File: config.mk
export PLATFORM = sky130hd
export DESIGN_NAME = crr_fifo
export DESIGN_NICKNAME = d
export VERILOG_FILES = /design/src/hw/rtl/crr_pkg.sv /design/src/hw/rtl/crr_fifo.sv
export SDC_FILE = /design/constraint.sdc
export NUM_CORES = 1
export LEC_CHECK = 0
export ABC_CLOCK_PERIOD_IN_PS = 2100
export BUFFER_PORTS_ARGS = -buffer_cell sky130_fd_sc_hd__buf_2
export CORE_MARGIN = 3
export CORE_UTILIZATION = 50
export DETAILED_ROUTE_END_ITERATION = 6
export HOLD_SLACK_MARGIN = 0.03
export MAX_ROUTING_LAYER = met4
export PLACE_DENSITY = 0.77
export SLEW_MARGIN = 15
export SYNTH_ARGS = -nofsm -noshare
export SYNTH_HDL_FRONTEND = slang
export SYNTH_SLANG_ARGS = --single-unit
File: constraint.sdc
create_clock -name clk -period 2.1 [get_ports clk]
set_input_delay 0.315 -clock clk [delete_from_list [all_inputs] [get_ports clk]]
set_output_delay 0.315 -clock clk [all_outputs]
set_load 0.01 [all_outputs]
File: src/hw/rtl/crr_pkg.sv
`timescale 1ns / 1ps
// ----------------------------------------------------------------------------
// crr_pkg
// Fixed widths and constants of the circumcircle and ring radius block.
// ----------------------------------------------------------------------------
package crr_pkg;

  localparam int CENTER_W    = 34;
  localparam int RADIUS_W    = 34;
  localparam int RING_W      = 35;
  localparam int THICK_W     = 6;
  localparam int UX_W        = 35;
  localparam int DX_W        = UX_W + 1;
  localparam int UX_LO_W     = 18;
  localparam int UX_HI_W     = UX_W - UX_LO_W;
  localparam int SQ_W        = 72;
  localparam int ROOT_W      = 36;
  localparam int QUEUE_DEPTH = 4;

  localparam logic [THICK_W-1:0] THICK_RESET = 6'd3;

  localparam logic signed [CENTER_W-1:0] CENTER_MAX = {1'b0, {(CENTER_W-1){1'b1}}};
  localparam logic signed [CENTER_W-1:0] CENTER_MIN = {1'b1, {(CENTER_W-1){1'b0}}};
  localparam logic [RADIUS_W-1:0]        RADIUS_MAX = {RADIUS_W{1'b1}};

endpackage

File: src/hw/rtl/crr_fifo.sv
`timescale 1ns / 1ps
// ----------------------------------------------------------------------------
// crr_fifo
// Small first-in first-out queue between the front and the back end.
// ----------------------------------------------------------------------------
module crr_fifo import crr_pkg::*; #(
  parameter int WIDTH = 8
) (
  input  logic             clk,
  input  logic             rst,
  input  logic             push,
  input  logic [WIDTH-1:0] din,
  input  logic             pop,
  output logic [WIDTH-1:0] dout,
  output logic             full,
  output logic             nonempty
);

  localparam int AW = $clog2(QUEUE_DEPTH);

  logic [WIDTH-1:0] mem [0:QUEUE_DEPTH-1];
  logic [AW-1:0]    wptr, rptr;
  logic [AW:0]      count;

  assign full     = (count == (AW+1)'(QUEUE_DEPTH));
  assign nonempty = (count != '0);
  assign dout     = mem[rptr];

  always_ff @(posedge clk) begin
    if (rst) begin
      wptr  <= '0;
      rptr  <= '0;
      count <= '0;
    end else begin
      if (push) begin
        wptr <= wptr + 1'b1;
      end
      if (pop) begin
        rptr <= rptr + 1'b1;
      end
      if (push && !pop) begin
        count <= count + 1'b1;
      end else if (pop && !push) begin
        count <= count - 1'b1;
      end
    end
  end

  always_ff @(posedge clk) begin
    if (push) begin
      mem[wptr] <= din;
    end
  end

endmodule

After elaboration in Yosys (flattened, before gate mapping). Memory sizes are Yosys's and may differ from the RTL's. A register that Yosys moved wholly into a read port is not among the register bits. Index checks and enable logic that the tools add are counted.

Logic and storage cells: 21. Input bits: 12. Memories kept: 1. RAM bits: 32. Output and inout bits: 10. Register bits: 7.

Memory list: mem (words 4, width 8, read ports 1, clocked after memory_dff 1, wr ports 1, RTL line crr_fifo.sv:21) `logic [WIDTH-1:0] mem [0:QUEUE_DEPTH-1];`.

Muxes and demuxes: 6. Equal/unequal tests: 1. Reduce and logical (&&, ||, !) cells: 6. Add/subtract/negate cells: 4.

Operator list (number): $mux W3 (2); $add A2 B1 Y2 const B (2); $mux W2 (2); $add A3 B1 Y3 const B (1); $eq A3 B3 Y1 const B (1); $reduce_bool A3 Y1 (1); $sub A3 B1 Y3 const B (1); $logic_and A1 B1 Y1 (2); $logic_not A1 Y1 (2); $mux W1 (2); $reduce_bool A2 Y1 (1).

Longest topological paths before layout. Gate-level depths: netlist of run 1.

Depth in word-level cells: 4. Depth in mapped cells: 7. Depth with buffers taken out: 7.

Worst setup path after synthesis of run 1. OpenSTA, ideal clock, no wires.

Path type: input to register. Start point: input port pop. End point: register count[2]. Buffers on the path: 0. Data arrival time: 1.505 ns. Setup slack: 0.525 ns. Stages: 7. Data required time: 2.030 ns. Setup time: 0.070 ns. Path through: inv_1 -> ha_1 -> inv_1 -> fa_1 -> xor2_1 -> or3_1 -> a21oi_1.

Longest elaborated chain between the ends: 3. Elaborated cells on any way between the ends: 5. Classes of those cells: 1 x mux; 4 x reduce/logical.

Ends and longest elaborated chain: from (decl) (RTL line crr_fifo.sv:13) `input logic pop,`; $logic_not A1 Y1 (RTL line crr_fifo.sv:41) `if (push && !pop) begin`; $logic_and A1 B1 Y1 (RTL line crr_fifo.sv:41); $mux W3 or $reduce_bool A2 Y1 (tied branches); to (signal assigned) (RTL line crr_fifo.sv:42) `count <= count + 1'b1;`; to (signal assigned) (RTL line crr_fifo.sv:44) `count <= count - 1'b1;`; to (decl) (RTL line crr_fifo.sv:23) `logic [AW:0] count;`.

Several ways; a longest one is shown, not always the timed one. A chain may end at the register's enable or synchronous reset.

==> results.json, run 1 <==
{
  "outcome": "completed",
  "clockBufferDepth": 2,
  "synth-compound-area-share_pct": 0.630,
  "final_layout_size_suffix_gt1_share_pct": 33.6,
  "hold_class": "input pin to flop",
  "io_pins": 22,
  "worstRegToRegCells": 4,
  "hold_violations": 0,
  "reg2reg_to": "count[2]",
  "fmax_mhz": 533,
  "regToRegSetupSlack_ps": 600,
  "vias": 787,
  "start_util_pct": 54.7,
  "setup_viol": 0,
  "cts_hold_buf": 0,
  "end_kind": "output port",
  "std_cell_rows": 19,
  "cap_violations": 0,
  "firstDrtPassIters": 4,
  "numCtsBuffers": 5,
  "relSlewSlack_pct": 72.0,
  "crit_buf_inv": 2,
  "grt_pass1_wl_mm": 3.84,
  "fin_crit_sh_pct": 89.3,
  "total_power_w": 0.00177,
  "cts_resized": 0,
  "hold_end": "mem[0][2]",
  "synth_cell_type_count": 19,
  "die-height_um": 62.4,
  "syn_area_um2": 1590,
  "wirelength_mm": 2.34,
  "avgSynthCellArea_um2": 18.5,
  "cp_data_arrival_time_ps": 1560,
  "min-delay-start": "din[2]",
  "htreeDepth": 2,
  "routedWlPerCell_um": 15.1,
  "core_um2": 2900,
  "hold_path_depth": 1,
  "yosysWarnings": 0,
  "leakage_nw": 0.681,
  "fp.dieArea_um2": 3890,
  "cts.sinks": 41,
  "clk_pin_slew_worst_paths_ps": 120,
  "fin_worst_skew_ps": 6.43,
  "portBuffers": 21,
  "drc": 0,
  "synthAdderAreaFrac_pct": 5.20,
  "first_iter_violations": 33,
  "syn_to_final_growth_pct": 15.6,
  "fin_hold_ws_ps": 175,
  "critPathKind": "flop to output port",
  "rsz0062_at_grt": "false",
  "peakVddDrop_v": 0.000656,
  "worstSetupStartpointType": "flop",
  "grt_usage_pct": 14.2,
  "yosysSeqAreaShare_pct": 71.9,
  "fin_nets": 130,
  "n_antenna_cell": 0,
  "fin_setup_tns_ps": 0,
  "cp_slowest_cell": "mux4_2",
  "insertion_delay_ps": 340,
  "grt_max_degree": 14,
  "antenna_found_initial": 0,
  "synth_top_family_by_area": "multiplexers",
  "yosys.area_share.simple_pct": 4.73,
  "period_needed_ps": 1880,
  "synth_cells": 86,
  "final-max-slew-violation-count": 0,
  "synth_seq_cells": 41,
  "timing.rr.start": "count[0]",
  "cts_setup_buffers": 0,
  "slowest_delay_ps": 540,
  "synth_xor_area_share_pct": 2.76,
  "root_buffer": "clkbuf_4",
  "crit_required_ps": 1780,
  "synth.area.mux_share_pct": 12.6,
  "die_w_um": 62.4,
  "p_per_area_nw_per_um2": 966,
  "cts_tree": "built",
  "worstPathCellList": "buf_4 -> mux4_2 -> buf_2",
  "critical_path.top_delay_family": "multiplexers",
  "drtAntennaViolNets": 0,
  "gp_congestion": 0.636,
  "worst_slew_pin_slew_ps": 421,
  "crit_fanout": 8,
  "synth_nets": 104,
  "grt_pass1_vias": 778,
  "viasPerCell": 5.08,
  "hpwl_mm": 1.67,
  "grt-ovfl-total": 0
}
[layout by cell type, fill, tap and decap left out, drive strengths merged]
cell	count
o21ai	1
ha	5
mux4	8
nor2	7
a21oi	1
edfxtp	32
dfxtp	9
and2	4
buf	22
or3	2
clkinv	1
nor3b	1
xnor2	2
xor2	3
bufinv	2
mux2i	2
fa	1
inv	4
clkbuf	5
nand2	1
[power by group]
part | total (W) | switching [W] | internal, W
registers | 0.000955 | 0.0000295 | 0.000926
clock network | 0.000616 | 0.000247 | 0.000369
logic | 0.000202 | 0.000100 | 0.000102
total | 0.00177 | 0.000377 | 0.00140
[worst max path at each step]
stage / startpoint / end / slack (ps) / depth (start not counted)
6_report: flop / dout[5] / 220 / 3
5_1_grt: flop / dout[5] / 120 / 3
4_1_cts: flop / dout[5] / 190 / 3
3_5_place_dp: push / count[2] / 290 / 7
3_3_place_gp: push / count[2] / 370 / 7
2_1_floorplan: pop / count[2] / 520 / 7
[cell families (layout without fill, tap and decap cells)]
family	count (synthesis)	count (layout)
buffers and inverters	7	34
muxes	10	10
DFF	41	41
xor gates and xnor gates	5	5
and+or+nand+nor	15	15
AOI/OAI and AO/OA	2	2
adders and majority gates	6	6
[layer usage]
layer  global-route usage, %  vias to the layer above  part of all wire [%]
met3                    5.95                        5                   5.1
met5                       -                        -                     0
li1                        -                      376                     -
met1                    16.3                      387                    44
met4                    6.61                        0                   1.6
met2                    21.8                       19                    49
[Yosys cell counts, drive strengths merged]
| cell type | number | area [um2] |
|---|---|---|
| nand2 | 1 | 3.75 |
| mux4 | 8 | 180 |
| a21oi | 1 | 5.00 |
| edfxtp | 32 | 961 |
| and2 | 4 | 25.0 |
| clkbuf | 2 | 8.75 |
| dfxtp | 9 | 180 |
| nor2 | 7 | 26.3 |
| ha | 5 | 62.6 |
| xor2 | 3 | 26.3 |
| mux2i | 2 | 20.0 |
| or3 | 2 | 12.5 |
| inv | 4 | 15.0 |
| buf | 1 | 11.3 |
| o21ai | 1 | 5.00 |
| nor3b | 1 | 7.51 |
| fa | 1 | 20.0 |
| xnor2 | 2 | 17.5 |
[area by class of cell]
type                       instances  area [um2]
inverter                           4        15.0
fill                             235        1060
tap                               42        52.6
sequential                        41        1140
clock buffer                       5        37.5
clock inverter                     3        65.1
timing repair buffer              22         113
multi-input combinational         38         412
[flip-flops by register name (all words and copies together), names as in the netlist, named ones only]
register  cells
count         3
wptr          2
rptr          2
mem          32
[stage by stage]
| step | setup slack (ps) | cell area (um2) | instances | utilization [%] |
|---|---|---|---|---|
| floorplan | 525 | 1590 | 86 | - |
| global placement | 366 | 1730 | 147 | 59.7 |
| detailed placement | 294 | 1730 | 147 | 59.7 |
| CTS | 190 | 1840 | 155 | 63.3 |
| global route | 122 | 1840 | 155 | 63.3 |
| finish | 225 | 1840 | 155 | 63.3 |
Power figures use the tool's default switching activity.
==> inputs of run 2 (changes only) <==
REMOVE_ABC_BUFFERS = 1   (was unset)
==> results.json, run 2 (same netlist as run 1, synthesis figures left out) <==
{
  "worst_slew_pin_slew_ps": 434,
  "fin_setup_tns_ps": 0,
  "clk_pin_slew_worst_paths_ps": 120,
  "reg2reg_to": "count[2]",
  "leakage_nw": 0.660,
  "htreeDepth": 2,
  "grt_max_degree": 13,
  "fin_nets": 131,
  "reg_top3": "mem x32, count x3",
  "first_iter_violations": 28,
  "largest_reg_flops": 32,
  "cap_violations": 0,
  "viasPerCell": 4.97,
  "regToRegSetupSlack_ps": 590,
  "layout_common_cells": "edfxtp_1, buf_2, dfxtp_1",
  "cts_tree": "built",
  "crit_fanout": 5,
  "core_um2": 2900,
  "nFillCells": 230,
  "numCtsBuffers": 5,
  "outcome": "completed",
  "antenna_found_initial": 0,
  "grt_pass1_wl_mm": 4.06,
  "critPathKind": "flop to output port",
  "firstDrtPassIters": 4,
  "vias": 775,
  "min-delay-start": "din[1]",
  "clockBufferDepth": 2,
  "grt_pass1_vias": 829,
  "peakVddDrop_v": 0.000523,
  "drtAntennaViolNets": 0,
  "total_power_w": 0.00152,
  "gp_congestion": 0.623,
  "hold_path_depth": 1,
  "p_per_area_nw_per_um2": 849,
  "hold_violations": 0,
  "hpwl_mm": 1.72,
  "fmax_mhz": 544,
  "worstRegToRegCells": 4,
  "timing.rr.start": "count[0]",
  "cts_resized": 0,
  "cts_hold_buf": 0,
  "cts.sinks": 41,
  "die_w_um": 62.4,
  "final_layout_size_suffix_gt1_share_pct": 32.5,
  "worstSetupStartpointType": "flop",
  "n_antenna_cell": 0,
  "fin_crit_sh_pct": 87.5,
  "period_needed_ps": 1840,
  "std_cell_rows": 19,
  "setup_viol": 0,
  "portBuffers": 21,
  "insertion_delay_ps": 340,
  "end_kind": "output port",
  "drc": 0,
  "die-height_um": 62.4,
  "grt-ovfl-total": 0,
  "hold_class": "input pin to flop",
  "worstPathCellList": "buf_4 -> mux4_2 -> buf_2",
  "slowest_delay_ps": 510,
  "crit_required_ps": 1780,
  "rsz0062_at_grt": "false",
  "cp_slowest_cell": "mux4_2",
  "relSlewSlack_pct": 71.0,
  "fin_worst_skew_ps": 17.6,
  "wirelength_mm": 2.40,
  "syn_to_final_growth_pct": 12.8,
  "grt_usage_pct": 14.5,
  "largest_register": "mem",
  "fp.dieArea_um2": 3890,
  "hold_end": "mem[2][1]",
  "final-max-slew-violation-count": 0,
  "cp_data_arrival_time_ps": 1520,
  "start_util_pct": 54.7,
  "io_pins": 22,
  "cts_setup_buffers": 0,
  "routedWlPerCell_um": 15.4,
  "final_common_cell": "edfxtp_1",
  "root_buffer": "clkbuf_4",
  "fin_hold_ws_ps": 192
}
run 2: routing by layer:
metal / vias up / global-route usage, % / share of wire [%]
met5: - / - / 0
met4: 0 / 7.44 / 1.6
met3: 4 / 3.42 / 3.2
met2: 15 / 23.1 / 51
met1: 382 / 17.3 / 44
li1: 374 / - / -
run 2: metrics by stage:
step           area, um2  utilization [%]  instances  setup slack, ps
3_3_place_gp        1740             60.0        148              364
6_report            1790             61.7        156              262
3_5_place_dp        1740             60.0        148              284
5_1_grt             1790             61.7        156              173
4_1_cts             1790             61.7        156              223
2_1_floorplan       1570                -         83              525
run 2: worst max path at each step:
| stage | startpoint | slack [ps] | to |
|---|---|---|---|
| 3_5_place_dp | push | 280 | count[2] |
| 2_1_floorplan | pop | 530 | count[2] |
| 4_1_cts | flop | 220 | dout[6] |
| 3_3_place_gp | pop | 360 | count[2] |
| 6_report | flop | 260 | dout[7] |
| 5_1_grt | flop | 170 | dout[7] |
run 2: critical path, delay by kind of cell, from the launching register on:
| family | cells | cell delay (ps) |
|---|---|---|
| buffers and inverters | 2 | 320 |
| flip-flops | 1 | 360 |
| multiplexers | 1 | 510 |
run 2: final cells by class:
type	count	area (um2)	area share, %
tap	42	52.6	2.94
multi-input combinational	38	412	23.0
clock buffer	7	45.0	2.52
inverter	4	15.0	0.839
sequential	41	1140	63.7
timing repair buffer	23	120	6.71
clock inverter	1	5.00	0.280
run 2: report_power, final:
part,internal [W],switching [W]
combinational,0.000105,0.000102
clock,0.000131,0.000227
sequential,0.000926,0.0000300
